## config.mk

```make
export PLATFORM = sky130hd
export DESIGN_NAME = bwdi_metric
export DESIGN_NICKNAME = d
export VERILOG_FILES = /design/src/hdl/bwdi_pkg.sv /design/src/hdl/bwdi_metric.sv
export SDC_FILE = /design/constraint.sdc
export NUM_CORES = 1
export LEC_CHECK = 0
export BUFFER_PORTS_ARGS = -buffer_cell sky130_fd_sc_hd__buf_4
export CORE_AREA = 3 3 178 180
export DETAILED_ROUTE_END_ITERATION = 12
export DIE_AREA = 0 0 181 183
export GPL_TIMING_DRIVEN = 0
export PLACE_DENSITY = 0.67
export SLEW_MARGIN = 20
export SYNTH_ARGS = -nofsm -noshare
export SYNTH_HDL_FRONTEND = slang
export SYNTH_SLANG_ARGS = --single-unit
```

## constraint.sdc

```tcl
create_clock -name clk -period 7.8 [get_ports clk]
set_input_delay 1.56 -clock clk [delete_from_list [all_inputs] [get_ports clk]]
set_output_delay 1.56 -clock clk [all_outputs]
set_load 0.1 [all_outputs]
```

## src/hdl/bwdi_pkg.sv

```systemverilog
// ----------------------------------------------------------------------------
// bwdi_pkg: shared types and constants of the bob/weave deinterlacer
// Beat layouts, internal stage payloads, register indexes and line sizing.
// ----------------------------------------------------------------------------
package bwdi_pkg;

  // Line store depth and derived widths
  localparam int LINE_MAX   = 1024;
  localparam int ADDR_W     = (LINE_MAX > 1) ? $clog2(LINE_MAX) : 1;
  localparam int LEN_W      = ADDR_W + 1;
  localparam int LP_W       = 11;
  localparam int LEN_CMP_W  = (LEN_W > LP_W) ? LEN_W : LP_W;

  // Register widths
  localparam int EDGE_W     = 14;
  localparam int THR_W      = 13;
  localparam int CFG_DATA_W = 14;
  localparam int CFG_IDX_W  = 2;

  // Register indexes
  localparam logic [CFG_IDX_W-1:0] CFG_EDGE_DETECT      = 2'd0;
  localparam logic [CFG_IDX_W-1:0] CFG_JAGGIE_THRESHOLD = 2'd1;
  localparam logic [CFG_IDX_W-1:0] CFG_LINE_PIXELS      = 2'd2;

  // Register reset values
  localparam logic [EDGE_W-1:0] EDGE_DETECT_RST      = 14'd625;
  localparam logic [THR_W-1:0]  JAGGIE_THRESHOLD_RST = 13'd73;
  localparam logic [LP_W-1:0]   LINE_PIXELS_RST      = 11'd720;

  // Squared difference is taken down by this many bits
  localparam int SQ_SHIFT = 12;

  typedef struct packed {
    logic       field_start;
    logic [7:0] cur_luma;
    logic [7:0] cur_chroma;
    logic [7:0] opp_luma;
    logic [7:0] opp_chroma;
  } in_beat_t;

  typedef struct packed {
    logic [7:0] out_luma;
    logic [7:0] out_chroma;
    logic       rebuilt_line;
    logic       final_of_run;
  } out_beat_t;

  typedef struct packed {
    logic [EDGE_W-1:0] edge_detect;
    logic [THR_W-1:0]  jaggie_threshold;
    logic [LP_W-1:0]   line_pixels;
  } cfg_t;

  // Front stage payload
  typedef struct packed {
    logic       first;
    logic [7:0] cur_y;
    logic [7:0] cur_c;
    logic [7:0] opp_y;
    logic [7:0] opp_c;
  } s1_t;

  // Payload carried through the metric stages
  typedef struct packed {
    logic       first;
    logic [7:0] cur_y;
    logic [7:0] cur_c;
    logic [7:0] opp_y;
    logic [7:0] opp_c;
    logic [7:0] avg_y;
    logic [7:0] avg_c;
  } pix_t;

  // Finished item handed to the beat sequencer
  typedef struct packed {
    logic       first;
    logic [7:0] rb_y;
    logic [7:0] rb_c;
    logic [7:0] cur_y;
    logic [7:0] cur_c;
  } item_t;

endpackage

```

## src/hdl/bwdi_metric.sv

```systemverilog
// ----------------------------------------------------------------------------
// bwdi_metric: jaggie metric pipeline
// Differences, products and threshold compare over three register stages;
// picks the rounded average or the weave pixel for the rebuilt line.
// ----------------------------------------------------------------------------
module bwdi_metric import bwdi_pkg::*; (
  input  logic        clk,
  input  logic        rst,
  input  logic        adv,
  input  cfg_t        cfg,
  input  logic        s1_valid,
  input  s1_t         s1,
  input  logic [15:0] above,
  output logic        item_valid,
  output item_t       item
);

  // Stage 2: halved-luma differences and averages
  logic              s2_valid;
  pix_t              s2;
  logic signed [7:0] s2_da;
  logic signed [7:0] s2_db;
  logic signed [7:0] s2_dd;

  // Stage 3: products
  logic               s3_valid;
  pix_t               s3;
  logic signed [15:0] s3_p;
  logic [1:0]         s3_sq;

  // Stage 4: weighted square
  logic               s4_valid;
  pix_t               s4;
  logic signed [15:0] s4_p;
  logic [15:0]        s4_w;

  logic [7:0]         ay;
  logic [7:0]         ac;
  logic signed [7:0]  ha;
  logic signed [7:0]  he;
  logic signed [7:0]  hb;
  logic [8:0]         sum_y;
  logic [8:0]         sum_c;
  logic signed [15:0] dsq;
  logic signed [15:0] m;
  logic signed [16:0] m_ext;
  logic signed [16:0] thr_ext;
  logic               take_avg;

  always_comb begin
    ay    = above[15:8];
    ac    = above[7:0];
    ha    = signed'({1'b0, ay[7:1]});
    he    = signed'({1'b0, s1.opp_y[7:1]});
    hb    = signed'({1'b0, s1.cur_y[7:1]});
    sum_y = 9'(ay) + 9'(s1.cur_y) + 9'd1;
    sum_c = 9'(ac) + 9'(s1.cur_c) + 9'd1;
  end

  always_ff @(posedge clk) begin
    if (rst) begin
      s2_valid <= 1'b0;
      s3_valid <= 1'b0;
      s4_valid <= 1'b0;
    end else if (adv) begin
      s2_valid <= s1_valid;
      s3_valid <= s2_valid;
      s4_valid <= s3_valid;
    end
  end

  always_ff @(posedge clk) begin
    if (adv) begin
      s2.first <= s1.first;
      s2.cur_y <= s1.cur_y;
      s2.cur_c <= s1.cur_c;
      s2.opp_y <= s1.opp_y;
      s2.opp_c <= s1.opp_c;
      s2.avg_y <= sum_y[8:1];
      s2.avg_c <= sum_c[8:1];
      s2_da    <= ha - he;
      s2_db    <= hb - he;
      s2_dd    <= ha - hb;
    end
  end

  // Halved-luma differences fit 8 bits, so the 16-bit products are exact
  assign dsq = 16'(s2_dd * s2_dd);

  always_ff @(posedge clk) begin
    if (adv) begin
      s3    <= s2;
      s3_p  <= 16'(s2_da * s2_db);
      s3_sq <= dsq[SQ_SHIFT+1:SQ_SHIFT];
    end
  end

  always_ff @(posedge clk) begin
    if (adv) begin
      s4   <= s3;
      s4_p <= s3_p;
      s4_w <= 16'(s3_sq * cfg.edge_detect);
    end
  end

  always_comb begin
    m        = s4_p - signed'(s4_w);
    m_ext    = {m[15], m};
    thr_ext  = signed'({4'b0, cfg.jaggie_threshold});
    take_avg = (m_ext > thr_ext);

    item_valid = s4_valid;
    item.first = s4.first;
    item.rb_y  = take_avg ? s4.avg_y : s4.opp_y;
    item.rb_c  = take_avg ? s4.avg_c : s4.opp_c;
    item.cur_y = s4.cur_y;
    item.cur_c = s4.cur_c;
  end

endmodule

```

# After elaboration in Yosys (flattened, before gate mapping)
# Index checks and enable logic that the tools add are counted.
op_classes:
  addsub: 8
  mul: 3
  magnitude_cmp: 1
  mux: 2
ops:
  columns: ["cell", "count"]
  rows:
  - ["$sub 7x7->8", 3]
  - ["$add 8x8->9", 2]
  - ["$add 9x1->9 const B", 2]
  - ["$gt 16x14->1", 1]
  - ["$mul 2x14->16", 1]
  - ["$mul 8x8->16", 1]
  - ["$mux 8", 2]
  - ["$sub 16x16->16", 1]
  - ["$mul 8x8->14", 1]
word_totals:
  ff_bits: 224
  in_bits: 91
  out_inout_bits: 34
  elab_cells: 45

# Depth between registers and ports, before layout
logic_depth:
  ltp_word: 3
  mapped_depth: 18

# Worst setup path before layout
# Ideal clock, no wire load.
synth_path:
  path_kind: "register to output"
  from: "register s4_w[0]"
  to: "output item[16] in the netlist's numbering"
  arrival_time_ns: 3.606
  required_time_ns: 6.240
  slack_ns: 2.634
  stages_incl_launch_ff: 16
  path_buffers: 1
  path_cell_list: "edfxtp_1 > ha_1 > fa_1 > nor2b_4 > o31a_1 > o21ai_0 > nand2b_1 > xor2_1 > ha_1 > a21oi_1 > nand2_1 > a211o_1 > o31ai_1 > a41oi_4 > buf_12 > mux2_4"
synth_lines:
  columns: ["element", "line", "text"]
  rows:
  - ["from (decl)", "bwdi_metric.sv:35", "logic [15:0] s4_w;"]
  - ["from (signal assigned)", "bwdi_metric.sv:102", "s4_w <= 16'(s3_sq * cfg.edge_detect);"]
  - ["to (decl)", "bwdi_metric.sv:15", "output item_t item"]

==> results <==
- The flow ran to the end, and the final reports show no timing, DRC or antenna violations.
- TritonCTS built the clock tree.
- Based on the critical path, the design can be clocked at up to between 150 and 200 MHz.
- The slack of the worst reg-to-reg path is 2920 ps.
- The die area is 33,100 um^2.
- The HPWL after detailed placement is 19.6 mm.
- The final-report hold violation count is 0.
- The startpoint of the worst-slack reg-to-reg timing path is s2_db[4]$_DFFE_PP_.
- The clock period could shrink to about 6500 ps.
- The worst pin sits at a relative slew slack of 57.7%.
- The synthesized instance count is 1,168.
- The power share of the clock group is 14.0%.
- After detailed routing, the number of vias per cell comes to 4.89.
- The total of buffers placed on input and output ports is around 110.
- The number of global-route vias before repair came to 8,940.
- For this block, the initial DRC count from the detailed router was 351.
- The async set-reset flop share out of synthesis is 0%.
- The number of pins exceeding their max-slew limit in the final report was 0.
- The die span in y is 183 um.
- In this run the worst path has a maximum fanout of 10.
- The critical path required time is 6240 ps.
- The count of nets left with antenna violations once routing finished came out at 0.
- Measured along the x axis, the die boundary spans 181 um.
- The number of failing setup endpoints in the final timing report is 0.
- The post-placement worst setup slack is 1800 ps.
- The power density over the cells is 445 nW/um^2.
- Cells fill 54.6% of the core in the end.
- The capture endpoint of the worst hold path is s3[19]$_DFFE_PP_.
- The share of total power consumed by net switching is 43.6%.
- Setup repair after global routing left no endpoint under its margin.
- The post-synthesis instance area is 14,400 um^2.
- The total clock sinks is ~220.
- The detailed router placed between 8,000 and 9,000 vias in this run.
- In the finished design, the share of the clock period the worst path needs comes to 84.0%.
- Compared with the post-synthesis result, the final layout area differs by 14.8%.
- After clock tree synthesis, the flow added hold-fix buffers numbering 0.
- The part of the power in registers is 24.2%.
- The first detailed-routing pass took 5 iterations.
- The DRC violation count after routing is 0.
- The routability congestion estimate from global placement is 0.805.
- The net switching power is 3.21 mW.
- For the worst-skew pair, the clock arrives at the later sink with an insertion delay of roughly 530 ps.
- The tool flagged a number of max-cap violations equal to 0.
- The reported leakage power is 7.31 nW.
- The data arrival time of the critical path is 4990 ps.
- Summed over its instances, the top area cell type makes up 46.0% of the synthesized netlist area.
- The critical setup path kind is reg -> out.
- The number of H-tree levels is 1.
- For this block, the routed nets add up to 24.9 mm of wire.
- Once placement finished, the instance area stood at around 16,000 um^2.
- The library cell used most frequently in the layout, excluding fill and tap cells, is sky130_fd_sc_hd__edfxtp_1.
- Leaving out fill and tap cells, the most frequent cells in the layout are 221 x sky130_fd_sc_hd__edfxtp_1, 202 x sky130_fd_sc_hd__inv_1, 129 x sky130_fd_sc_hd__buf_4.
- The area of the placeable core is 30,300 um^2.
- The final-stage net count is about 1,600.
- The hold-critical path depth is 0.
- The root buffer selected by CTS is sky130_fd_sc_hd__clkbuf_16.
- Yosys mapped a number of flops with a built-in enable equal to 221.
- After detailed routing, the average wire length per cell comes to 14.5 um.
- At the pin with the least slew margin, the transition time is 633 ps.
- Combinational logic is responsible for 61.8% of the overall power.
- Counting flops and latches in the post-synthesis netlist gives 224.
- The critical path endpoint category is a primary output.
- Entering global routing, the biggest net connects 84 pins.
- The unique cell type count in the Yosys netlist is 58.
- The repair_antennas step left the layout with diodes totalling 0.
- The post-CTS clock slew at the launch and capture registers of the worst setup and hold paths is 60 ps.
- Adding up every negative setup slack in the final design gives 0 ps.
- Of all cell types, the one taking the most synthesized area is sky130_fd_sc_hd__edfxtp_1.
- In this run the core area contains 64 standard-cell rows.
- The type of the most critical hold path is reg -> reg.
- The longest clock path from root to sink contains 3 buffers.
- Clock skew on the completed layout was measured at roughly 16 ps.
- The number of nets handed over by synthesis was 1,485.
- The area of all placed cells without fillers is 16,600 um^2.
- The first-pass GRT wire length is 42.7 mm.
- Cells with a size suffix above 1 make up 14.7% of the layout.
- The primary flip-flop cell chosen by synthesis mapping is sky130_fd_sc_hd__edfxtp_1.
- The synthesized area per cell is 12.4 um^2.
- The total CTS buffers is 25.
- The number of gates resized after cts is 0.
- The number of antenna violations at the first check in global routing is 0.
- During synthesis, Yosys emitted a total of 0 warnings.
- The startpoint type of the worst setup path is a register.
- The cell-internal power is 4.15 mW.
- The worst voltage drop across the vdd grid is between 300 and 400 uV.
- Once the floorplan was initialized, standard cells occupied 47.5% of the core.
- The remaining global-route overflow is 0.
- The global routing usage summed across all routing layers is 15.6%.
- The endpoint of the lowest-slack register-to-register path is s3_p[15]$_DFFE_PP_.
- The share of the yosys chip area belonging to registers is 46.4%.
- After clock tree synthesis, the setup repair step added 0 buffers.
- After synthesis, the cell types taking the most area are sky130_fd_sc_hd__edfxtp_1 46%, sky130_fd_sc_hd__fa_1 14%, sky130_fd_sc_hd__ha_1 11%.
- The final setup slack of the worst path is 1250 ps.
- 125 I/O pins were placed.
- The power after layout is 7.36 mW.
- The path depth of the worst reg2reg path is 15.
- The startpoint of the lowest-slack hold path is s2[19]$_DFFE_PP_.
[per-stage QoR]
stage / hold slack [ps] / cells
after floorplan: 400 / 1168
after global placement: 400 / 1677
after detailed placement: 405 / 1679
after CTS: 414 / 1722
after global routing: 418 / 1722
final: 408 / 1722
[sequential cells by signal (all words and copies together) (netlist names)]
name,cells
s3_p,16
s4_w,16
s2_valid,1
s2,49
s4,32
item,17
s3_valid,1
item_valid,1
s3_sq,2
s2_dd,8
s2_da,8
s3,49
s2_db,8
s4_p,16
[how the worst max path moves through the flow]
stage | startpoint | endpoint
6_report | s4_w[0]$_DFFE_PP_ | item[20]
4_1_cts | s4_w[0]$_DFFE_PP_ | item[20]
3_5_place_dp | s4_w[0]$_DFFE_PP_ | item[20]
2_1_floorplan | s4_w[0]$_DFFE_PP_ | item[16]
3_3_place_gp | s4_w[0]$_DFFE_PP_ | item[20]
5_1_grt | s4_w[0]$_DFFE_PP_ | item[20]
[logic make-up (layout without fill, tap and decap cells)]
kind of cell | Yosys count | count (layout) | share of synthesized area [%]
flops | 224 | 224 | 46.4
compound gates | 146 | 146 | 6.51
mux | 22 | 22 | 1.93
xor+xnor | 72 | 72 | 4.42
fa+ha+maj | 226 | 226 | 24.8
simple gates | 250 | 250 | 9.42
buf+inv | 228 | 386 | 6.49
[worst max-delay path: stages, from the launching register on]
cell,delay [ps]
sky130_fd_sc_hd__edfxtp_1,370
sky130_fd_sc_hd__ha_1,230
sky130_fd_sc_hd__fa_1,450
sky130_fd_sc_hd__nor2b_4,140
sky130_fd_sc_hd__o31a_1,230
sky130_fd_sc_hd__o21ai_0,120
sky130_fd_sc_hd__nand2b_1,120
sky130_fd_sc_hd__xor2_1,200
sky130_fd_sc_hd__ha_1,280
sky130_fd_sc_hd__a21oi_1,160
sky130_fd_sc_hd__nand2_1,90
sky130_fd_sc_hd__a211o_1,300
sky130_fd_sc_hd__o31ai_1,490
sky130_fd_sc_hd__a41oi_4,440
sky130_fd_sc_hd__buf_12,290
sky130_fd_sc_hd__mux2_4,310
sky130_fd_sc_hd__buf_4,230
[Yosys cell counts, types with 3 or more instances]
| master | count |
|---|---|
| sky130_fd_sc_hd__edfxtp_1 | 221 |
| sky130_fd_sc_hd__inv_1 | 202 |
| sky130_fd_sc_hd__ha_1 | 126 |
| sky130_fd_sc_hd__fa_1 | 100 |
| sky130_fd_sc_hd__and2_1 | 82 |
| sky130_fd_sc_hd__xnor2_1 | 54 |
| sky130_fd_sc_hd__a21oi_1 | 50 |
| sky130_fd_sc_hd__nand2_1 | 48 |
| sky130_fd_sc_hd__nor2_1 | 37 |
| sky130_fd_sc_hd__o21ai_0 | 33 |
| sky130_fd_sc_hd__buf_4 | 17 |
| sky130_fd_sc_hd__nand2b_1 | 17 |
| sky130_fd_sc_hd__xor2_1 | 17 |
| sky130_fd_sc_hd__nor2b_1 | 16 |
| sky130_fd_sc_hd__a21o_1 | 15 |
| sky130_fd_sc_hd__nand3_1 | 11 |
| sky130_fd_sc_hd__mux2_4 | 10 |
| sky130_fd_sc_hd__o21a_1 | 10 |
| sky130_fd_sc_hd__and3_1 | 9 |
| sky130_fd_sc_hd__clkbuf_1 | 7 |
| sky130_fd_sc_hd__mux2_2 | 7 |
| sky130_fd_sc_hd__o21bai_1 | 7 |
| sky130_fd_sc_hd__mux2i_1 | 5 |
| sky130_fd_sc_hd__nand4_1 | 5 |
| sky130_fd_sc_hd__nor3_1 | 5 |
| sky130_fd_sc_hd__a21boi_0 | 4 |
| sky130_fd_sc_hd__a31oi_1 | 4 |
| sky130_fd_sc_hd__nor4_1 | 4 |
| sky130_fd_sc_hd__or2_2 | 4 |
| sky130_fd_sc_hd__a211o_1 | 3 |
| sky130_fd_sc_hd__dfxtp_1 | 3 |
| sky130_fd_sc_hd__nor3b_1 | 3 |
| sky130_fd_sc_hd__o31ai_1 | 3 |
[routing by layer]
metal | up-vias | track usage [%] | part of all wire (%)
met5 | - | 0 | 0
li1 | 4196 | - | -
met4 | 0 | 4.33 | 2.4
met3 | 42 | 1.86 | 3.1
met2 | 128 | 27.9 | 50
met1 | 4062 | 20.1 | 45
[power by group through the flow]
stage	Combinational (mW)	Sequential [mW]	Clock, mW
after global routing	5.16	1.81	1.12
after floorplan	3.66	1.77	0
after CTS	4.62	1.79	1.07
after detailed placement	4.59	1.81	0
after global placement	4.47	1.81	0
final	4.55	1.78	1.03
[final cells by class]
type	count	area, um^2
multi-input combinational	716	6790
inverter	202	758
buffer	26	178
timing repair buffer	115	911
tap	396	495
clock buffer	31	648
sequential	224	6700
fill	2600	13800
clock inverter	12	75.1
Power figures use the tool's default switching activity.
