## config.mk

```make
export PLATFORM = sky130hd
export DESIGN_NAME = bwdi_out
export DESIGN_NICKNAME = d
export VERILOG_FILES = /design/src/hdl/bwdi_pkg.sv /design/src/hdl/bwdi_out.sv
export SDC_FILE = /design/constraint.sdc
export NUM_CORES = 1
export LEC_CHECK = 0
export ABC_CLOCK_PERIOD_IN_PS = 2550
export BUFFER_PORTS_ARGS = -buffer_cell sky130_fd_sc_hd__buf_2
export CAP_MARGIN = 20
export CORE_ASPECT_RATIO = 1.75
export CORE_MARGIN = 5
export CORE_UTILIZATION = 46
export DETAILED_ROUTE_END_ITERATION = 10
export PLACE_DENSITY = 0.8
export SETUP_SLACK_MARGIN = 0.3
export SKIP_LAST_GASP = 1
export SLEW_MARGIN = 20
export SYNTH_ARGS = -nofsm -noshare
export SYNTH_HDL_FRONTEND = slang
export SYNTH_SLANG_ARGS = --single-unit
```

## constraint.sdc

```tcl
create_clock -name clk -period 2.55 [get_ports clk]
set_input_delay 0.765 -clock clk [delete_from_list [all_inputs] [get_ports clk]]
set_output_delay 0.765 -clock clk [all_outputs]
set_load 0.03 [all_outputs]
```

## src/hdl/bwdi_pkg.sv

```systemverilog
// ----------------------------------------------------------------------------
// bwdi_pkg: shared types and constants of the bob/weave deinterlacer
// Beat layouts, internal stage payloads, register indexes and line sizing.
// ----------------------------------------------------------------------------
package bwdi_pkg;

  // Line store depth and derived widths
  localparam int LINE_MAX   = 1024;
  localparam int ADDR_W     = (LINE_MAX > 1) ? $clog2(LINE_MAX) : 1;
  localparam int LEN_W      = ADDR_W + 1;
  localparam int LP_W       = 11;
  localparam int LEN_CMP_W  = (LEN_W > LP_W) ? LEN_W : LP_W;

  // Register widths
  localparam int EDGE_W     = 14;
  localparam int THR_W      = 13;
  localparam int CFG_DATA_W = 14;
  localparam int CFG_IDX_W  = 2;

  // Register indexes
  localparam logic [CFG_IDX_W-1:0] CFG_EDGE_DETECT      = 2'd0;
  localparam logic [CFG_IDX_W-1:0] CFG_JAGGIE_THRESHOLD = 2'd1;
  localparam logic [CFG_IDX_W-1:0] CFG_LINE_PIXELS      = 2'd2;

  // Register reset values
  localparam logic [EDGE_W-1:0] EDGE_DETECT_RST      = 14'd625;
  localparam logic [THR_W-1:0]  JAGGIE_THRESHOLD_RST = 13'd73;
  localparam logic [LP_W-1:0]   LINE_PIXELS_RST      = 11'd720;

  // Squared difference is taken down by this many bits
  localparam int SQ_SHIFT = 12;

  typedef struct packed {
    logic       field_start;
    logic [7:0] cur_luma;
    logic [7:0] cur_chroma;
    logic [7:0] opp_luma;
    logic [7:0] opp_chroma;
  } in_beat_t;

  typedef struct packed {
    logic [7:0] out_luma;
    logic [7:0] out_chroma;
    logic       rebuilt_line;
    logic       final_of_run;
  } out_beat_t;

  typedef struct packed {
    logic [EDGE_W-1:0] edge_detect;
    logic [THR_W-1:0]  jaggie_threshold;
    logic [LP_W-1:0]   line_pixels;
  } cfg_t;

  // Front stage payload
  typedef struct packed {
    logic       first;
    logic [7:0] cur_y;
    logic [7:0] cur_c;
    logic [7:0] opp_y;
    logic [7:0] opp_c;
  } s1_t;

  // Payload carried through the metric stages
  typedef struct packed {
    logic       first;
    logic [7:0] cur_y;
    logic [7:0] cur_c;
    logic [7:0] opp_y;
    logic [7:0] opp_c;
    logic [7:0] avg_y;
    logic [7:0] avg_c;
  } pix_t;

  // Finished item handed to the beat sequencer
  typedef struct packed {
    logic       first;
    logic [7:0] rb_y;
    logic [7:0] rb_c;
    logic [7:0] cur_y;
    logic [7:0] cur_c;
  } item_t;

endpackage

```

## src/hdl/bwdi_out.sv

```systemverilog
// ----------------------------------------------------------------------------
// bwdi_out: result beat sequencer
// Holds one finished item and sends its one or two result beats; releases
// the pipeline when the final beat is taken.
// ----------------------------------------------------------------------------
module bwdi_out import bwdi_pkg::*; (
  input  logic      clk,
  input  logic      rst,
  input  logic      item_valid,
  input  item_t     item,
  output logic      adv,
  output logic      out_valid,
  input  logic      out_ready,
  output out_beat_t out_data
);

  logic  held_valid;
  item_t held;
  logic  phase;
  logic  beat_rb;
  logic  done;

  always_comb begin
    beat_rb   = ~held.first & ~phase;
    done      = held_valid & out_ready & ~beat_rb;
    adv       = ~held_valid | done;
    out_valid = held_valid;
    if (beat_rb) begin
      out_data.out_luma     = held.rb_y;
      out_data.out_chroma   = held.rb_c;
      out_data.rebuilt_line = 1'b1;
      out_data.final_of_run = 1'b0;
    end else begin
      out_data.out_luma     = held.cur_y;
      out_data.out_chroma   = held.cur_c;
      out_data.rebuilt_line = 1'b0;
      out_data.final_of_run = 1'b1;
    end
  end

  always_ff @(posedge clk) begin
    if (rst) begin
      held_valid <= 1'b0;
      phase      <= 1'b0;
    end else if (adv) begin
      held_valid <= item_valid;
      phase      <= 1'b0;
    end else if (out_ready & beat_rb) begin
      phase      <= 1'b1;
    end
  end

  always_ff @(posedge clk) begin
    if (adv) begin
      held <= item;
    end
  end

endmodule

```

After elaboration in Yosys (flattened, before gate mapping)
Index checks and enable logic that the tools add are counted.
{ "totals": {"register_bits": 35, "inputBits": 37, "elab_cells": 18} }
{ "classes": {"n_mux": 1, "bitwise": 9, "n_reduce_logical": 1} }
{ "ops": {"columns": ["cell", "count"], "rows": [
  ["$mux 18", 1],
  ["$and 1x1->1", 4],
  ["$not 1->1", 4],
  ["$reduce_or 2->1", 1],
  ["$or 1x1->1", 1]
]} }

Logic depth before layout (Yosys ltp)
Gate-level depths: netlist (run 1).
{ "logic_depth": {"depth_word": 6, "ltp_mapped": 4, "ltp_nobuf": 3} }

Worst setup path before layout (run 1)
No wires, ideal clock.
{ "synth_timing": {"kind": "input -> output", "start": "input port out_ready", "end": "output port adv", "arrival_ps": 1735, "required_time_ps": 1785, "slack_ps": 50, "cell_stages": 2, "cell_sequence": "o21ai_0 -> nand2_1"} }
{ "synth_via": {"elab_chain_len": 3} }
{ "synth_lines": {"columns": ["item", "line", "source"], "rows": [
  ["start, declared", "bwdi_out.sv:13", "input logic out_ready,"],
  ["$and 1x1->1 (2 in a row)", "bwdi_out.sv:25", "done = held_valid & out_ready & ~beat_rb;"],
  ["$or 1x1->1", "bwdi_out.sv:26", "adv = ~held_valid | done;"],
  ["end, declared", "bwdi_out.sv:11", "output logic adv,"]
]} }
Every way passes these cells.

==> flow_summary.toml, run 1 <==
[synth]
synth_common_cells = "edfxtp_1, mux2_4, mux2_2"
ys_dominant_reg_cell = "edfxtp_1"
ys_seq_elements = 35
synth_edf_count = 33
synth-async-reset-ratio_pct = 0
yosys.area.top_type = "edfxtp_1"
synth.avg_cell_area_sq_um = 21.0
ys_types = 17
yosysMostFrequentCell = "edfxtp_1"
synth.cell_area_sq_um = 1350
synthesis.nets = 101
yosysSeqAreaShare_pct = 76.7
synth_largest_type_area_fraction_pct = 73.7
synth-warning-count = 0
synthTopCellsByArea = "edfxtp_1, mux2_4, mux2_2, dfxtp_1, buf_12"
synthCells = 64

[placed_design]
detailed_place_hpwl_mm = 1.77
placed_area_sq_um = 1640
gp_congestion = 0.570
io_buffers = 56
placed_cells = 147

[worst_setup_path]
worstPathArrival_ps = 1550
critical_path_class = "register to primary output"
cp_max_fo = 5
start_kind = "register"
rr_worst_depth = 3
crit_required_ps = 1790
r2r_setup_slack_ps = 1260
end_kind = "primary output"

[layout]
final_cells = 158
multiInputGateArea_sq_um = 300
drive_gt1_share_pct = 66.2
diodes = 0
final_cell_area_sq_um = 1880
seqCellArea_sq_um = 1030
area_delta_synth_final_pct = 39.6
n_fill_cell = 222
fin_nets = 166
fin_util_pct = 65.6

[detailed_routing]
wl_per_cell_um = 16.0
wirelength_mm = 2.53
drtPass1Iterations = 4
m1WireLength_um = 795
num_vias = 785
drc = 0
ant_nets = 0
routed.top_layer = "met4"
dr_wl_met3_um = 199
wl_met2_mm = 1.48
viasPerCell = 4.97
drt_iter0_drc = 9

[run_status]
outcome = "completed"

[clock_tree]
ctsHtreeMaxLevel = 2
cts_made_buffers = 5
clk_latency_ps = 280
clk_pin_slew_ps = 60
cts_tree = "yes"
clk_path_buf_depth = 2
cts.sinks = 35
ctsHoldBuffers = 0
cts-root-buf = "clkbuf_8"

[floorplan]
io_pins = 57
core_area_sq_um = 2860
initial_core_util_pct = 47.0
dieArea_sq_um = 4150
die_w_um = 50.9
rows = 26
die_y_um = 81.5

[grt]
grt_usage_pct = 12.7
grt_pass1_vias = 790
gr-total-overflow = 0
grt_antenna_before_repair = 0
grt_max_degree = 34
grt_pass1_wl_mm = 3.68

[min_path]
hold_class = "register to register"
hold-path-cell-count = 2

[sta]
worstMarginPinSlew_ps = 403
whs_ps = 514
rsz0062_at_grt = "yes"
slew_violations = 0
setup_violations = 0
finClkSkew_ps = 3.59
setup_tns_ps = 0
hold_viol = 0
min_period_ps = 2320
relSlewSlack_pct = 73.1
period_share_pct = 90.8
clock.fmax_mhz = 432

[power]
p_leak_nw = 0.831
pwr_density_cell_nw_per_um2 = 715
peakVddDrop_mv = 0.442

[job]
maxCapViolations = 0
## per-stage QoR
stage	worst slack, ps	total power, W
after global routing	173	0.00140
after floorplan	401	0.000867
after detailed placement	447	0.000936
after global placement	484	0.000927
after CTS	197	0.00136
final	234	0.00134
## power breakdown
group          internal, W  total, W  switching (W)
registers         0.000682  0.000697      0.0000144
clock network     0.000191  0.000357       0.000166
logic             0.000139  0.000290       0.000150
## path summary, 6_finish.rpt
kind | to | from
max | out_data[4] | held[32]
max reg2reg | held[29] | phase
min | phase | out_valid
min reg2reg | phase | out_valid
## area by class of cell
class / count / share of cell area, %
inverters: 2 / 0.799
clock buffers: 7 / 4.06
clock inverters: 1 / 0.266
flip-flops and latches: 35 / 54.9
repair inverters: 2 / 1.07
well taps: 28 / 1.87
repair buffers: 58 / 21.1
multi-input cells: 25 / 16.0
## placed cells by master, fill, tap and decap left out
master and instances:
a21oi_1 1, a311oi_1 1, buf_2 40, buf_4 2, buf_6 16, clkbuf_1 2
clkbuf_8 5, clkinv_2 1, dfxtp_1 2, edfxtp_1 33, inv_1 1, inv_6 1
inv_8 2, mux2_4 16, nand2_2 1, nand2b_1 1, nor2_1 1, o21ai_0 1
or2_4 1, or2b_1 1, or3b_2 1
## routing by layer
layer,vias up,track usage [%]
met5,-,0
met4,0,6.91
met3,7,4.90
met2,37,22.9
met1,366,11.8
li1,375,-
## critical path: stages, from the launching register on
cell      delay [ps]
edfxtp_1         390
or2_4            320
inv_8            100
mux2_4           320
buf_6            140
## kinds of logic (layout without fill, tap and decap cells)
group | after synthesis | count (layout) | synth area share [%]
compound gates | 3 | 3 | 1.39
simple gates | 6 | 6 | 2.88
mux | 16 | 16 | 15.9
buf+inv | 4 | 70 | 3.16
flops | 35 | 35 | 76.7
## sequential cells by signal, indices dropped and copies added (netlist names)
| name | count |
|---|---|
| phase | 1 |
| out_valid | 1 |
| held | 33 |
## timing repair
action,in CTS,in global routing
resized for setup,42,0
cloned,2,0
pin swaps,1,1
setup endpoints to repair,16,16
endpoints found under the hold margin,0,0
setup buffers,1,0
(Power assumes the default switching activity.)
==> inputs of run 2 (changes only) <==
- ABC_CLOCK_PERIOD_IN_PS: 2550 -> 2630
- CELL_PAD_IN_SITES_DETAIL_PLACEMENT: default -> 0
- CELL_PAD_IN_SITES_GLOBAL_PLACEMENT: default -> 1
- CORE_UTILIZATION: 46 -> 37
- PLACE_DENSITY: 0.8 -> 0.79
- clock period: 2.55 -> 2.63 ns (I/O delays scaled with it)
==> run 2 against run 1 <==
Compared with the run above: flip-flop and latch count stayed put; power is 2.6% lower; wire length is 2.8% higher; via count is 1.9% higher; non-clock buffer count is 1 higher; sequential power is 3.3% lower; highest routed layer unchanged; design area is 1.9% higher; die area is 20% higher; critical endpoint is now out_data[8]; setup slack better by 56 ps.
==> flow_summary.toml, run 2 (synthesis results as in run 1) <==
[placed_design]
place_ws_ps = 471
detailed_place_hpwl_mm = 1.85
gp_congestion = 0.704
io_buffers = 56

[worst_setup_path]
cp_num_buf_inv = 2
crit_required_ps = 1840
cpPeakStageDelay_ps = 380
path_delay_family = "flip-flops"
cp_max_fo = 8
crit_path_top_delay_cell = "edfxtp_1"
critical_path_class = "register to primary output"
start_kind = "register"
worstPathArrival_ps = 1550
path_cells = "or2_4 -> inv_8 -> mux2_4 -> buf_6"
end_kind = "primary output"

[run_status]
outcome = "completed"

[detailed_routing]
drtPass1Iterations = 2
drt_iter0_drc = 3
wl_per_cell_um = 14.7
wirelength_mm = 2.60
num_vias = 800
ant_nets = 0
drc = 0
viasPerCell = 4.52

[floorplan]
io_pins = 57
rows = 29
dieArea_sq_um = 4990
core_area_sq_um = 3560
die_y_um = 89.8
initial_core_util_pct = 37.8
die_w_um = 55.6

[power]
swShare_pct = 24.9
power.internal_w = 0.000984
p_seq_share_pct = 51.5
p_sw_w = 0.000326
p_leak_nw = 0.837
peakVddDrop_mv = 0.445
clkPwrFrac_pct = 26.8
pwr_density_cell_nw_per_um2 = 684
p_comb_share_pct = 21.7

[sta]
relSlewSlack_pct = 73.6
setup_tns_ps = 0
setup_violations = 0
period_share_pct = 89.0
rsz0062_at_grt = "yes"
finClkSkew_ps = 3.38
worstMarginPinSlew_ps = 396
finalWorstSetupSlack_ps = 289
slew_violations = 0
whs_ps = 501
min_period_ps = 2340
clock.fmax_mhz = 427
hold_viol = 0

[layout]
layout_commonest_cell = "buf_2"
largest-register = "held"
diodes = 0
largest_register_ffs = 33
n_fill_cell = 322
area_delta_synth_final_pct = 42.2
fin_nets = 167
drive_gt1_share_pct = 66.4
most-common-layout-cells = "buf_2, edfxtp_1, mux2_4, buf_6, clkbuf_8"

[clock_tree]
cts.sinks = 35
clk_path_buf_depth = 2
ctsHtreeMaxLevel = 2
ctsHoldBuffers = 0
cts_made_buffers = 5
clk_pin_slew_ps = 60
clk_latency_ps = 270
cts_tree = "yes"
cts-root-buf = "clkbuf_8"

[grt]
grt_max_degree = 34
grt_pass1_vias = 899
grt_antenna_before_repair = 0
grt_pass1_wl_mm = 4.26
gr-total-overflow = 0
grt_usage_pct = 11.2

[min_path]
hold_class = "register to register"

[job]
maxCapViolations = 0
==> run 2: power groups by stage <==
stage	combinational, W	sequential (W)	clock [W]
after floorplan	0.000156	0.000684	0
after global placement	0.000218	0.000683	0
after detailed placement	0.000221	0.000686	0
after CTS	0.000286	0.000675	0.000367
after global routing	0.000299	0.000678	0.000399
final	0.000284	0.000674	0.000351
==> run 2: stage by stage <==
stage	instances	total power [W]	cell area, sq um	util, %
5_1_grt	177	0.00138	1910	53.8
3_3_place_gp	165	0.000900	1670	46.8
2_1_floorplan	64	0.000841	1350	-
6_report	177	0.00131	1910	53.8
3_5_place_dp	165	0.000907	1670	46.8
4_1_cts	177	0.00133	1910	53.8
==> run 2: worst min-delay path: stages (launching register included) <==
cell and delay (ps):
dfxtp_1 340, nand2b_1 80, a21oi_1 40
==> run 2: what timing repair did <==
item                       in CTS  in global routing
resized for setup              41                  0
buffers inserted                2                  0
gates cloned                    2                  0
setup endpoints to repair      16                 16
pin swaps                       1                  1
==> run 2: per-layer routing <==
metal	up-vias	track usage, %	wire (um)
met2	36	20.7	1510
met3	5	4.58	192
met4	0	5.48	47
met5	-	0	0
li1	379	-	-
met1	380	10.1	850
==> run 2: area by class of cell <==
class | count | area [sq um] | area share (%)
flip-flops and latches | 35 | 1030 | 53.9
clock buffers | 7 | 76.3 | 3.99
inverters | 2 | 20.0 | 1.05
repair buffers | 59 | 403 | 21.1
repair inverters | 2 | 20.0 | 1.05
multi-input cells | 25 | 300 | 15.7
clock inverters | 1 | 5.00 | 0.262
well taps | 46 | 57.6 | 3.01
==> run 2: worst paths after layout <==
path                            cells after the start  slack (ps)       from           to
worst max-delay path                                4         290   held[32]  out_data[8]
worst min-delay path                                2         500  out_valid        phase
worst max register to register                      4        1260   held[32]     held[31]
worst min register to register                      2         500  out_valid        phase
==> inputs of run 3 (changes only) <==
- REMOVE_ABC_BUFFERS: default -> 1
==> run 3 against run 2 <==
Compared with the run above: non-clock buffer count shrank 1; wire length is 3.1% higher; clock skew increased by 3.4 ps; first-iteration DRC count rose to 3.7 times the previous value; fmax fell by 1.7%; critical path type unchanged; critical endpoint is now out_data[9]; largest cell class unchanged; largest power group unchanged; highest routed layer unchanged.
==> flow_summary.toml, run 3 (synthesis results as in run 1) <==
[clock_tree]
ctsHtreeMaxLevel = 2
cts_made_buffers = 5
cts-root-buf = "clkbuf_8"
cts_tree = "yes"
cts.sinks = 35
clk_pin_slew_ps = 70
clk_path_buf_depth = 2
clk_latency_ps = 270

[run_status]
outcome = "completed"

[worst_setup_path]
end_kind = "primary output"
worstPathArrival_ps = 1590
timing.rr.start = "held[32]"
path_cells = "or2_4 -> inv_8 -> mux2_4 -> buf_6"
rr_worst_depth = 3
crit_required_ps = 1840
r2r_end = "held[11]"
r2r_setup_slack_ps = 1360
start_kind = "register"
cp_max_fo = 8
critical_path_class = "register to primary output"
crit_path_top_delay_cell = "edfxtp_1"
cpPeakStageDelay_ps = 410

[detailed_routing]
viasPerCell = 4.61
num_vias = 811
drc = 0
drt_iter0_drc = 11
wirelength_mm = 2.68
wl_per_cell_um = 15.3
ant_nets = 0
drtPass1Iterations = 3

[grt]
grt_max_degree = 34
grt_usage_pct = 11.5
grt_pass1_vias = 870
grt_antenna_before_repair = 0
gr-total-overflow = 0
grt_pass1_wl_mm = 4.28

[placed_design]
place_ws_ps = 490
io_buffers = 56
detailed_place_hpwl_mm = 1.85
gp_congestion = 0.739

[floorplan]
die_w_um = 55.6
io_pins = 57
core_area_sq_um = 3560
die_y_um = 89.8
initial_core_util_pct = 37.8
rows = 29
dieArea_sq_um = 4990

[layout]
most-common-layout-cells = "buf_2, edfxtp_1, mux2_4, buf_6, clkbuf_8"
largest_register_ffs = 33
area_delta_synth_final_pct = 41.5
n_fill_cell = 337
diodes = 0
fin_nets = 166
largest-register = "held"
drive_gt1_share_pct = 65.4
layout_commonest_cell = "buf_2"

[power]
swShare_pct = 25.2
p_seq_share_pct = 51.6
p_leak_nw = 0.832
p_sw_w = 0.000330
power.internal_w = 0.000978
peakVddDrop_mv = 0.507
pwr_density_cell_nw_per_um2 = 687
clkPwrFrac_pct = 26.9
total_power_w = 0.00131
p_comb_share_pct = 21.6

[sta]
hold_viol = 0
min_period_ps = 2380
slew_violations = 0
setup_violations = 0
setup_tns_ps = 0
finalWorstSetupSlack_ps = 248
worstMarginPinSlew_ps = 419
relSlewSlack_pct = 72.1
finClkSkew_ps = 6.75
clock.fmax_mhz = 420
period_share_pct = 90.6
rsz0062_at_grt = "yes"

[min_path]
hold_end = "phase"
hold_class = "register to register"
hp-start = "out_valid"
hold-path-cell-count = 2

[job]
maxCapViolations = 0
## run 3: cell count changes in the layout (fill, tap and decap cells not counted), sizes merged
cell | before | now
buf | 59 | 58
clkinv | 1 | 2
clkbuf | 7 | 6
## run 3: worst max-delay path: cells and delay by family (launching register included)
kind | cells | cell delay (ps)
multiplexers | 1 | 310
flip-flops | 1 | 410
AND/OR/NAND/NOR | 1 | 340
buffers and inverters | 2 | 260
## run 3: worst max-delay path by stage
stage | start | endpoint | slack [ps] | depth (start not counted)
floorplan | out_ready | adv | 80 | 2
global placement | held[32] | out_data[14] | 520 | 4
detailed placement | held[32] | out_data[14] | 490 | 4
global route | held[32] | out_data[5] | 200 | 4
finish | held[32] | out_data[9] | 250 | 4
CTS | held[32] | out_data[5] | 210 | 4
## run 3: layer usage
metal	vias to the layer above	share of wire [%]	track usage [%]
met5	-	0	0
met2	40	57	20.8
li1	375	-	-
met4	0	0.37	4.26
met3	2	10	6.45
met1	394	33	10.4
## run 3: layout make-up
class	count	area [sq um]	share of cell area, %
Clock inverter	2	8.76	0.460
Timing Repair Buffer	58	395	20.8
Sequential cell	35	1030	54.2
Timing Repair inverter	2	20.0	1.05
Tap cell	46	57.6	3.02
Multi-Input combinational cell	25	298	15.6
Clock buffer	6	72.6	3.81
Inverter	2	20.0	1.05
## run 3: repair_timing
item / 4_1_cts / 5_1_grt
setup endpoints to repair: 16 / 16
hold buffers: 0 / 0
buffers inserted: 1 / 0
pin swaps: 1 / 1
cloned: 2 / 0
resized for setup: 36 / 5
## run 3: power by group through the flow
stage	Combinational (W)	Sequential, W	Clock, W
after CTS	0.000278	0.000675	0.000370
after global placement	0.000217	0.000683	0
after floorplan	0.000148	0.000685	0
after global routing	0.000297	0.000678	0.000402
after detailed placement	0.000221	0.000686	0
final	0.000282	0.000675	0.000351
## run 3: per-stage QoR
stage | std cells | cell area, sq um | hold WS [ps] | util [%]
2_1_floorplan | 62 | 1320 | 524 | -
3_3_place_gp | 165 | 1660 | 476 | 46.8
4_1_cts | 176 | 1880 | 510 | 53.0
3_5_place_dp | 165 | 1660 | 494 | 46.8
5_1_grt | 176 | 1900 | 535 | 53.5
6_report | 176 | 1900 | 511 | 53.5
